--- src/rtl/assert_macros.svh ---
// ----------------------------------------------------------------------------
// assert_macros.svh
// concurrent assertion macros shared by the heat stress rank blocks
// ----------------------------------------------------------------------------
`ifndef ASSERT_MACROS_SVH
`define ASSERT_MACROS_SVH

`ifndef SYNTHESIS

// property holds at every clock edge outside reset
`define HSPR_ASSERT(label, clk, rstn, prop) \
    label: assert property (@(posedge clk) disable iff (!rstn) (prop)) \
        else $error("assertion failed");

// consequent holds in the cycle after the antecedent
`define HSPR_ASSERT_NEXT(label, clk, rstn, ante, cons) \
    label: assert property (@(posedge clk) disable iff (!rstn) (ante) |=> (cons)) \
        else $error("assertion failed");

`else

`define HSPR_ASSERT(label, clk, rstn, prop)
`define HSPR_ASSERT_NEXT(label, clk, rstn, ante, cons)

`endif

`endif

--- src/rtl/hspr_pkg.sv ---
// ----------------------------------------------------------------------------
// hspr_pkg
// shared types, widths and defaults of the heat stress percentile rank block
// ----------------------------------------------------------------------------
`default_nettype none

package hspr_pkg;

    // defaults for the top level parameters
    localparam int TABLE_ENTRIES_DEF = 98;
    localparam int WINDOW_LENGTH_DEF = 8;

    // fixed field widths
    localparam int INDEX_W = 7;
    localparam int VALUE_W = 16;
    localparam int RANK_W  = 8;

    // mode field codes
    localparam logic MODE_LOAD   = 1'b0;
    localparam logic MODE_SAMPLE = 1'b1;

    // rank reported while the window is still filling
    localparam logic [RANK_W-1:0] RANK_FILLING = '1;

    typedef enum logic [2:0] {
        ST_IDLE,
        ST_ABS,
        ST_MUL,
        ST_FIX,
        ST_PROBE_RD,
        ST_PROBE_CMP,
        ST_PUSH
    } hspr_state_t;

    typedef struct packed {
        logic take;       // input transaction accepted this cycle
        logic abs_step;   // split window sum into sign and magnitude
        logic mul_step;   // reciprocal multiply of the magnitude
        logic fix_step;   // quotient correction, mean, search init
        logic probe_rd;   // issue table read at the search midpoint
        logic probe_cmp;  // compare mean with the table entry read
        logic push;       // load the output register
    } hspr_cmd_t;

    typedef struct packed {
        logic sample_mode;  // input item is a temperature sample
        logic filling;      // input sample falls inside the fill phase
        logic search_open;  // search interval not yet empty
        logic out_full;     // output register holds an untaken result
    } hspr_stat_t;

endpackage

`default_nettype wire

--- src/rtl/hspr_ram.sv ---
// ----------------------------------------------------------------------------
// hspr_ram
// generic single write port, single read port ram with registered read
// ----------------------------------------------------------------------------
`default_nettype none

module hspr_ram #(
    parameter int WIDTH = 16,
    parameter int DEPTH = 98
) (
    input  wire logic                     clk,
    input  wire logic                     wr_en,
    input  wire logic [$clog2(DEPTH)-1:0] wr_addr,
    input  wire logic [WIDTH-1:0]         wr_data,
    input  wire logic                     rd_en,
    input  wire logic [$clog2(DEPTH)-1:0] rd_addr,
    output logic      [WIDTH-1:0]         rd_data
);

    logic [WIDTH-1:0] mem [DEPTH];

    always_ff @(posedge clk) begin
        if (wr_en) begin
            mem[wr_addr] <= wr_data;
        end
        if (rd_en) begin
            rd_data <= mem[rd_addr];
        end
    end

endmodule

`default_nettype wire

--- src/rtl/hspr_ctrl.sv ---
// ----------------------------------------------------------------------------
// hspr_ctrl
// sequencer for window update, mean division and binary search
// ----------------------------------------------------------------------------
`default_nettype none
`include "assert_macros.svh"

module hspr_ctrl (
    input  wire logic                  aclk,
    input  wire logic                  aresetn,
    input  wire logic                  s_valid,
    output logic                       s_ready,
    input  wire hspr_pkg::hspr_stat_t  stat,
    output hspr_pkg::hspr_cmd_t        cmd
);

    import hspr_pkg::*;

    hspr_state_t state_reg;
    hspr_state_t state_next;

    always_ff @(posedge aclk) begin
        if (!aresetn) begin
            state_reg <= ST_IDLE;
        end else begin
            state_reg <= state_next;
        end
    end

    // next state
    always_comb begin
        state_next = state_reg;
        case (state_reg)
            ST_IDLE: begin
                if (s_valid && stat.sample_mode) begin
                    state_next = stat.filling ? ST_PUSH : ST_ABS;
                end
            end
            ST_ABS:       state_next = ST_MUL;
            ST_MUL:       state_next = ST_FIX;
            ST_FIX:       state_next = ST_PROBE_RD;
            ST_PROBE_RD: begin
                state_next = stat.search_open ? ST_PROBE_CMP : ST_PUSH;
            end
            ST_PROBE_CMP: state_next = ST_PROBE_RD;
            ST_PUSH: begin
                if (!stat.out_full) begin
                    state_next = ST_IDLE;
                end
            end
            default:      state_next = ST_IDLE;
        endcase
    end

    // outputs
    always_comb begin
        cmd     = '0;
        s_ready = 1'b0;
        case (state_reg)
            ST_IDLE: begin
                s_ready  = 1'b1;
                cmd.take = s_valid;
            end
            ST_ABS:       cmd.abs_step  = 1'b1;
            ST_MUL:       cmd.mul_step  = 1'b1;
            ST_FIX:       cmd.fix_step  = 1'b1;
            ST_PROBE_RD:  cmd.probe_rd  = stat.search_open;
            ST_PROBE_CMP: cmd.probe_cmp = 1'b1;
            ST_PUSH:      cmd.push      = !stat.out_full;
            default: begin
                cmd     = '0;
                s_ready = 1'b0;
            end
        endcase
    end

    `HSPR_ASSERT(a_cmp_follows_rd, aclk, aresetn, (state_reg == ST_PROBE_CMP) |-> ($past(state_reg) == ST_PROBE_RD))
    `HSPR_ASSERT_NEXT(a_sample_leaves_idle, aclk, aresetn, cmd.take && stat.sample_mode, state_reg != ST_IDLE)
    `HSPR_ASSERT_NEXT(a_load_stays_idle, aclk, aresetn, cmd.take && !stat.sample_mode, state_reg == ST_IDLE)

endmodule

`default_nettype wire

--- src/rtl/hspr_dpath.sv ---
// ----------------------------------------------------------------------------
// hspr_dpath
// sample window, running sum, divide by window length, table search
// ----------------------------------------------------------------------------
`default_nettype none
`include "assert_macros.svh"

module hspr_dpath #(
    parameter int TABLE_ENTRIES = hspr_pkg::TABLE_ENTRIES_DEF,
    parameter int WINDOW_LENGTH = hspr_pkg::WINDOW_LENGTH_DEF
) (
    input  wire logic                                  aclk,
    input  wire logic                                  aresetn,
    input  wire logic                                  s_mode,
    input  wire logic                                  s_series_start,
    input  wire logic        [hspr_pkg::INDEX_W-1:0]   s_table_index,
    input  wire logic signed [hspr_pkg::VALUE_W-1:0]   s_threshold_value,
    input  wire logic signed [hspr_pkg::VALUE_W-1:0]   s_temperature,
    output logic                                       m_valid,
    input  wire logic                                  m_ready,
    output logic signed      [hspr_pkg::RANK_W-1:0]    m_rank,
    output logic signed      [hspr_pkg::VALUE_W-1:0]   m_window_mean,
    input  wire hspr_pkg::hspr_cmd_t                   cmd,
    output hspr_pkg::hspr_stat_t                       stat
);

    import hspr_pkg::*;

    localparam int SW   = VALUE_W + $clog2(WINDOW_LENGTH);  // sum width
    localparam int FW   = $clog2(WINDOW_LENGTH);
    localparam int TAW  = $clog2(TABLE_ENTRIES);
    localparam int CW   = $clog2(TABLE_ENTRIES + 1);
    localparam logic [FW-1:0] FILL_TOP = FW'(WINDOW_LENGTH - 1);
    localparam logic [SW-1:0] RECIP    = SW'((64'd1 << SW) / WINDOW_LENGTH);
    localparam logic [SW-1:0] WLEN     = SW'(WINDOW_LENGTH);
    localparam logic [CW-1:0] TOP      = CW'(TABLE_ENTRIES);

    // window and running sum
    logic                      is_sample;
    logic signed [VALUE_W-1:0] win_reg [WINDOW_LENGTH];
    logic signed [SW-1:0]      sum_reg;
    logic signed [SW-1:0]      sum_next;
    logic [FW-1:0]             fill_reg;
    logic [FW-1:0]             fill_eff;
    logic [FW-1:0]             fill_next;
    logic                      filling;
    logic                      fill_res_reg;

    // division
    logic                      neg_reg;
    logic [SW-1:0]             abs_reg;
    logic [SW-1:0]             q0_reg;
    logic [2*SW-1:0]           prod;
    logic [2*SW-1:0]           back_full;
    logic [SW-1:0]             rem;
    logic [SW-1:0]             quot;
    logic [SW-1:0]             quot_signed;
    logic signed [VALUE_W-1:0] mean_reg;

    // search
    logic [CW-1:0]             lo_reg;
    logic [CW-1:0]             hi_reg;     // exclusive upper bound
    logic [CW-1:0]             found_reg;
    logic [CW:0]               span;
    logic [CW-1:0]             mid;
    logic [VALUE_W-1:0]        rd_data;
    logic                      idx_ok;
    logic                      tbl_wr;

    // output register
    logic                      m_valid_reg;
    logic [RANK_W-1:0]         m_rank_reg;
    logic [VALUE_W-1:0]        m_mean_reg;

    assign is_sample = (s_mode == MODE_SAMPLE);

    // window fill and sum update
    assign fill_eff  = s_series_start ? '0 : fill_reg;
    assign filling   = fill_eff < FILL_TOP;
    assign fill_next = filling ? fill_eff + 1'b1 : fill_eff;
    assign sum_next  = sum_reg - SW'(win_reg[WINDOW_LENGTH-1]) + SW'(s_temperature);

    always_ff @(posedge aclk) begin
        if (!aresetn) begin
            for (int i = 0; i < WINDOW_LENGTH; i++) begin
                win_reg[i] <= '0;
            end
            sum_reg  <= '0;
            fill_reg <= '0;
        end else if (cmd.take && is_sample) begin
            for (int i = WINDOW_LENGTH - 1; i > 0; i--) begin
                win_reg[i] <= win_reg[i-1];
            end
            win_reg[0]   <= s_temperature;
            sum_reg      <= sum_next;
            fill_reg     <= fill_next;
        end
    end

    always_ff @(posedge aclk) begin
        if (cmd.take && is_sample) begin
            fill_res_reg <= filling;
        end
    end

    // divide by window length: reciprocal multiply, then one correction
    assign prod      = (2*SW)'(abs_reg) * (2*SW)'(RECIP);
    assign back_full = (2*SW)'(q0_reg) * (2*SW)'(WLEN);
    assign rem       = abs_reg - back_full[SW-1:0];
    assign quot      = (rem >= WLEN) ? q0_reg + 1'b1 : q0_reg;
    assign quot_signed = neg_reg ? (~quot + 1'b1) : quot;

    always_ff @(posedge aclk) begin
        if (cmd.abs_step) begin
            neg_reg <= sum_reg[SW-1];
            abs_reg <= sum_reg[SW-1] ? SW'(-sum_reg) : SW'(sum_reg);
        end
        if (cmd.mul_step) begin
            q0_reg <= prod[2*SW-1:SW];
        end
        if (cmd.fix_step) begin
            mean_reg <= quot_signed[VALUE_W-1:0];
        end
    end

    // binary search over the threshold table
    assign span = {1'b0, lo_reg} + {1'b0, hi_reg} - 1'b1;
    assign mid  = span[CW:1];

    always_ff @(posedge aclk) begin
        if (!aresetn) begin
            lo_reg    <= '0;
            hi_reg    <= '0;
            found_reg <= '0;
        end else if (cmd.fix_step) begin
            lo_reg    <= '0;
            hi_reg    <= TOP;
            found_reg <= TOP;
        end else if (cmd.probe_cmp) begin
            if (mean_reg <= $signed(rd_data)) begin
                found_reg <= mid + 1'b1;
                hi_reg    <= mid;
            end else begin
                lo_reg    <= mid + 1'b1;
            end
        end
    end

    assign idx_ok = {1'b0, s_table_index} < 8'(TABLE_ENTRIES);
    assign tbl_wr = cmd.take && !is_sample && idx_ok;

    hspr_ram #(
        .WIDTH (VALUE_W),
        .DEPTH (TABLE_ENTRIES)
    ) u_table (
        .clk     (aclk),
        .wr_en   (tbl_wr),
        .wr_addr (TAW'(s_table_index)),
        .wr_data (s_threshold_value),
        .rd_en   (cmd.probe_rd),
        .rd_addr (mid[TAW-1:0]),
        .rd_data (rd_data)
    );

    // output register
    always_ff @(posedge aclk) begin
        if (!aresetn) begin
            m_valid_reg <= 1'b0;
        end else if (cmd.push) begin
            m_valid_reg <= 1'b1;
        end else if (m_ready) begin
            m_valid_reg <= 1'b0;
        end
    end

    always_ff @(posedge aclk) begin
        if (cmd.push) begin
            m_rank_reg <= fill_res_reg ? RANK_FILLING : RANK_W'(found_reg);
            m_mean_reg <= fill_res_reg ? '0 : mean_reg;
        end
    end

    assign m_valid       = m_valid_reg;
    assign m_rank        = m_rank_reg;
    assign m_window_mean = m_mean_reg;

    assign stat.sample_mode = is_sample;
    assign stat.filling     = filling;
    assign stat.search_open = lo_reg < hi_reg;
    assign stat.out_full    = m_valid_reg;

    `HSPR_ASSERT(a_fill_range, aclk, aresetn, fill_reg <= FILL_TOP)
    `HSPR_ASSERT(a_push_empty, aclk, aresetn, cmd.push |-> !m_valid_reg)
    `HSPR_ASSERT(a_search_bounds, aclk, aresetn, (lo_reg <= hi_reg) && (hi_reg <= TOP))
    `HSPR_ASSERT(a_rem_range, aclk, aresetn, cmd.fix_step |-> (rem < (WLEN + WLEN)))

endmodule

`default_nettype wire

--- src/rtl/heat_stress_percentile_rank.sv ---
// ----------------------------------------------------------------------------
// heat_stress_percentile_rank
// moving average of temperature samples ranked against a threshold table
// ----------------------------------------------------------------------------
//
// channel   direction  handshake          payload
// s_        in         s_valid / s_ready  mode, series_start, table_index,
//                                         threshold_value, temperature
// m_        out        m_valid / m_ready  rank, window_mean
//
// table load transaction: the table ram is written at acceptance
// sample inside the fill phase: acceptance, then output push
// ranked sample: acceptance, sign split, reciprocal multiply, correction,
//   the probe loop (table ram read, then compare) of the binary search,
//   then output push; probes is at most ceil(log2(TABLE_ENTRIES + 1)),
//   6 or 7 at the default table size
// reset: synchronous, active low, clears window, running sum, fill count,
//   sequencer and output valid; the threshold table is not cleared
// a result waiting in the output register does not block the next input
//   transaction; only the push of the following result waits for it
// ----------------------------------------------------------------------------
`default_nettype none

module heat_stress_percentile_rank #(
    parameter int TABLE_ENTRIES = hspr_pkg::TABLE_ENTRIES_DEF,
    parameter int WINDOW_LENGTH = hspr_pkg::WINDOW_LENGTH_DEF
) (
    input  wire logic                                 aclk,
    input  wire logic                                 aresetn,
    // input channel
    input  wire logic                                 s_valid,
    output logic                                      s_ready,
    input  wire logic                                 s_mode,
    input  wire logic                                 s_series_start,
    input  wire logic        [hspr_pkg::INDEX_W-1:0]  s_table_index,
    input  wire logic signed [hspr_pkg::VALUE_W-1:0]  s_threshold_value,
    input  wire logic signed [hspr_pkg::VALUE_W-1:0]  s_temperature,
    // result channel
    output logic                                      m_valid,
    input  wire logic                                 m_ready,
    output logic signed      [hspr_pkg::RANK_W-1:0]   m_rank,
    output logic signed      [hspr_pkg::VALUE_W-1:0]  m_window_mean
);

    import hspr_pkg::*;

    // command and status between sequencer and datapath
    hspr_cmd_t  cmd;
    hspr_stat_t stat;

    // sequencer: accepts transactions in idle, steps the division and the
    // probe loop, and waits for a free output register before pushing
    hspr_ctrl u_ctrl (
        .aclk    (aclk),
        .aresetn (aresetn),
        .s_valid (s_valid),
        .s_ready (s_ready),
        .stat    (stat),
        .cmd     (cmd)
    );

    // datapath: sample window with running sum, reciprocal divide, table
    // ram with the search bounds, and the output register
    hspr_dpath #(
        .TABLE_ENTRIES (TABLE_ENTRIES),
        .WINDOW_LENGTH (WINDOW_LENGTH)
    ) u_dpath (
        .aclk              (aclk),
        .aresetn           (aresetn),
        .s_mode            (s_mode),
        .s_series_start    (s_series_start),
        .s_table_index     (s_table_index),
        .s_threshold_value (s_threshold_value),
        .s_temperature     (s_temperature),
        .m_valid           (m_valid),
        .m_ready           (m_ready),
        .m_rank            (m_rank),
        .m_window_mean     (m_window_mean),
        .cmd               (cmd),
        .stat              (stat)
    );

endmodule

`default_nettype wire

--- config.mk ---
export PLATFORM = sky130hd
export DESIGN_NAME = heat_stress_percentile_rank
export DESIGN_NICKNAME = d
export VERILOG_FILES = /design/src/rtl/hspr_pkg.sv /design/src/rtl/hspr_ram.sv /design/src/rtl/hspr_ctrl.sv /design/src/rtl/hspr_dpath.sv /design/src/rtl/heat_stress_percentile_rank.sv
export VERILOG_INCLUDE_DIRS = /design/src /design/src/rtl
export SDC_FILE = /design/constraint.sdc
export NUM_CORES = 2
export LEC_CHECK = 0
export ABC_AREA = 1
export BUFFER_PORTS_ARGS = -buffer_cell sky130_fd_sc_hd__buf_2
export CORE_MARGIN = 2
export CORE_UTILIZATION = 63
export CTS_BUF_LIST = sky130_fd_sc_hd__clkbuf_4 sky130_fd_sc_hd__clkbuf_8 sky130_fd_sc_hd__clkbuf_16
export CTS_CLUSTER_SIZE = 25
export DETAILED_ROUTE_END_ITERATION = 10
export GPL_TIMING_DRIVEN = 1
export HOLD_SLACK_MARGIN = 0.03
export PLACE_DENSITY_LB_ADDON = 0.08
export RECOVER_POWER = 25
export SYNTH_ARGS = -nofsm -noshare
export SYNTH_HDL_FRONTEND = slang
export SYNTH_HIERARCHICAL = 1
export SYNTH_SLANG_ARGS = --single-unit
export TNS_END_PERCENT = 30
--- constraint.sdc ---
create_clock -name aclk -period 8.3 [get_ports aclk]
set_input_delay 1.66 -clock aclk [delete_from_list [all_inputs] [get_ports aclk]]
set_output_delay 1.66 -clock aclk [all_outputs]
set_load 0.01 [all_outputs]
-- After elaboration in Yosys (flattened, before gate mapping)
Memory sizes are Yosys's and may differ from the RTL's. A register that Yosys moved wholly into a read port is not among the register bits.
Cells that the tools add are included.
- order comparisons: 5
- equal/unequal tests: 8
- bitwise operators: 11
- multiplexer cells: 41
- add/subtract/negate cells: 10
- reduce and logical (&&, ||, !) cells: 16
- operators by type and width (kind ; count):
    $mux W16 ; 10
    $mux W7 ; 6
    $add A16 B1 Y16 const B ; 2
    $add A19 B16 Y19 ; 1
    $ge A19 B4 Y1 const B ; 1
    $neg A19 Y19 ; 1
    $sub A19 B16 Y19 ; 1
    $sub A19 B19 Y19 ; 1
    $mux W18 ; 1
    $pmux W3 S6 ; 1
    $le A16 B16 Y1 ; 1
    $mux W1 ; 16
    $not A16 Y16 ; 1
    $mux W3 ; 5
    $eq A3 B3 Y1 const B ; 3
    $add A7 B7 Y8 ; 1
    $mux W8 ; 1
    $or A1 B1 Y1 ; 8
    $reduce_and A2 Y1 ; 4
    $sub A8 B1 Y8 const B ; 1
    $add A7 B1 Y7 const B ; 1
    $lt A7 B7 Y1 ; 1
    $lt A7 B7 Y1 const B ; 1
    $eq A3 B2 Y1 const B ; 2
    other kinds (12) ; 20
- bits in writable memories: 1696
- input bits: 45
- memories: 2
- word-level logic and storage cells: 111
- output and inout bits: 26
- register bits after elaboration: 124
- memories (memory ; words ; bits a word ; read ports ; clocked after memory_dff ; wr ports ; RTL line ; text):
    u_dpath.u_table.mem ; 98 ; 16 ; 1 ; 1 ; 1 ; hspr_ram.sv:20 ; logic [WIDTH-1:0] mem [DEPTH];
    u_dpath.win_reg ; 8 ; 16 ; 8 ; 0 ; 8 ; hspr_dpath.sv:40 ; logic signed [VALUE_W-1:0] win_reg [WINDOW_LENGTH];

-- Longest topological paths before layout
- depth in word-level cells: 7
- gate-level depth with buffers: 28
- depth with buffers taken out: 28

-- Modules after synthesis
The synthesis kept the hierarchy.
- by module, submodules not included (module ; cells an instance ; instances ; area an instance (um^2) ; sequential area each (um^2)):
    hspr_ram ; 5326 ; 1 ; 63887.5 ; 47565.6
    hspr_dpath ; 1570 ; 1 ; 13751.9 ; 6946.7
    hspr_ctrl ; 43 ; 1 ; 235.2 ; 60.1

-- Worst setup path after synthesis
Ideal clock, no wire load.
- path type: input -> register
- start: in s_valid
- end: mem u_dpath.win_reg[0][0], enable pin
- library setup time: 0.543 ns
- data arrival time: 5.743 ns
- setup slack: 2.014 ns
- path buffers: 1
- data required time: 7.757 ns
- cell stages on the path: 7
- cells stage by stage: inv_1 nor2_1 nand2_1 inv_1 nor2_1 inv_1 clkbuf_1
- RTL lines (item ; RTL line ; text):
    from (decl) ; heat_stress_percentile_rank.sv:31 ; input wire logic s_valid,
    to (decl) ; hspr_dpath.sv:40 ;

-- Worst setup path after layout
- start: in s_threshold_value[15] (netlist bit)
- end: mem u_dpath.u_table.mem[84][15], data pin
- RTL lines (item ; RTL line ; text):
    from (decl) ; heat_stress_percentile_rank.sv:36 ; input wire logic signed [hspr_pkg::VALUE_W-1:0] s_threshold_value,
    to (decl) ; hspr_ram.sv:20 ;
No word-level cell before the write port.

==> qor.txt <==
drt drc: 0
crit-path max cell delay: 3.41 ns
WL final: 196000 um
root buffer cell: clkbuf_16
FF-to-FF setup slack: 2.97 ns
Power Total: 24.0 mW
P per Cell Area: 281 nW/um2
Critical Path RT: 8.20 ns
yosys warns: 6
Final Skew: 0.0289 ns
CP Capture Type: flip-flop
HP Class: reg2reg
port bufs: 70
largest cells by area after synthesis: edfxtp_1 (69%), nand2_1 (9.9%), nand3_1 (9.2%)
status: finished with violations
Synth cell types: 46
Core Util, Final: 69.9%
WL/cell: 22.4 um
Pins Over Slew Limit: 1138
CP delay by family, top: buffers and inverters
met2 wire len: 91100 um
ratio of cells with drive above 1 in the final layout: 7.62%
fin area: 85400 um2
Final Setup Violations: 0
Final TNS setup: 0 ns
Setup CP Type: in2reg
pin count of the biggest net entering global routing: 201
full die area: 126000 um2
io pins: 71
CTS tree: built
row count: 128
initial antenna violation count: 8
vias: 52000
grt total ovfl: 0
global-route wire length before repair: 297000 um
Post-synth EDFFs: 1786
Nets: 7103
RSZ-0062 raised after global routing: no
arrival time of the worst setup path: 5.40 ns
Worst-Skew Late Latency: 0.82 ns
pre-CTS setup slack: 2.44 ns
CTS clock-pin slew for the worst setup and hold paths: 0.06 ns
chip height: 356 um
r2r startpoint: u_dpath/lo_reg[1]
crit-path max FO: 93
Routed Antenna Nets: 0
width of the die: 356 um
worst slew pin tran: 4.86 ns
M1 WL: 77300 um
post-synth top area cell: edfxtp_1
synth cell count leaders: nand2_1 (2063), edfxtp_1 (1786), nand3_1 (1435)
CP bufs+invs: 2
Final Critical Period: 5.50 ns
fin crit share: 66.2%
Static Leakage: 31.8 nW
GP Congestion: 0.901
Final Hold Violating Endpoints: 0
TritonRoute pass-1 iters: 6
clock buffer depth: 3
Synth Register Bits: 1833
Syn Inst Count: 6939
cts bufs inserted: 179
number of global-route vias before repair: 49700
critical path launch point type: primary input
Non-Filler Instances: 8739
synthesized area per cell: 11.2 um2
Post-synth ARST share: 0%
most common cell in the netlist: nand2_1
Initial Utilization: 63.7%
prevailing post-synth register cell: edfxtp_1
max reg flops: 1568
fin worst setup slack: 2.80 ns
Peak VDD IR: 0.000265 V
Post-DP HPWL: 112000 um
wire length on met3: 19800 um
failing checks: capacitance limit, slew limit
placed cell count: 8407
P&R area growth vs syn: 9.71%
Vias/cell: 5.95
crit-path cells: clkbuf_1, clkbuf_1
slowest CP cell: clkbuf_1
Slew HR: -224%
crit path launch: s_threshold_value[15]
Core Footprint: 122000 um2
sequential area share after synthesis: 70.1%
Top cell by count, worst path: clkbuf_1
Cell Area, Synth: 77900 um2
Setup Fix Bufs, Post-CTS: 0
Post-Syn Nets: 7078
# H-tree levels: 4
final hold slack: 0.445 ns
Iteration-0 DRC Markers: 6476
cts hold-fix bufs: 0
top-area cell type share of the netlist area: 68.9%
Hold Startpoint: u_dpath/abs_reg[3]
Fmax: 0.182 GHz
gr usage total: 31.2%
clock sinks: 1833
Max Cap Violations: 23
Post-DP Area: 79800 um2
# fillers: 8574
highest metal used: met5
post-CTS resize count: 0
layout make-up:
class / instances / area, um2 / area share [%]
inverters: 418 / 1600 / 1.87
diodes: 1 / 2.50 / 0.00293
clock buffers: 219 / 4810 / 5.64
clock inverters: 111 / 948 / 1.11
flip-flops and latches: 1833 / 54600 / 63.9
repair buffers: 228 / 1560 / 1.83
well taps: 1625 / 2030 / 2.38
multi-input cells: 4304 / 19900 / 23.3
power by group:
part | switching (mW) | internal (mW)
Sequential | 0.0997 | 10.4
Clock | 3.39 | 4.59
Combinational | 4.09 | 1.40
Total | 7.58 | 16.4
cells by family (layout without fill, tap and decap cells):
logic type / Yosys count / in the layout / share of synthesized area (%)
AOI/OAI and AO/OA: 171 / 171 / 1.18
adders and majority gates: 94 / 94 / 1.70
buffers and inverters: 802 / 976 / 4.50
other: 0 / 1 / 0
and+or+nand+nor: 3985 / 3985 / 21.9
xor gates and xnor gates: 54 / 54 / 0.607
DFF: 1833 / 1833 / 70.1
worst paths after layout:
| kind | to | cells past startpoint |
|---|---|---|
| worst min-delay path | u_dpath/q0_reg[0] | 0 |
| worst min register to register | u_dpath/q0_reg[0] | 0 |
| worst max register to register | u_dpath/u_table/rd_data[6] | 16 |
| worst max-delay path | u_dpath/u_table/mem[84][15] | 2 |
routing by layer:
metal  global-route usage [%]  vias up
met1                     43.8    25100
li1                         -    24000
met4                     12.9        6
met2                     48.8     2538
met3                     5.55      415
met5                        0        -
placed cells by master, fill, tap and decap left out, drive strengths merged, types with 15 or more instances in the layout:
master,synthesis,routed
a21oi,64,64
buf,294,198
bufinv,0,15
clkbuf,90,249
clkinv,4,89
dfxtp,47,47
edfxtp,1786,1786
fa,20,20
ha,74,74
inv,414,423
nand2,2078,2078
nand3,1437,1437
nand4,36,36
nor2,376,376
nor3,25,25
o21ai,76,76
xor2,42,42
No activity file was read; power rests on OpenSTA's default activity.
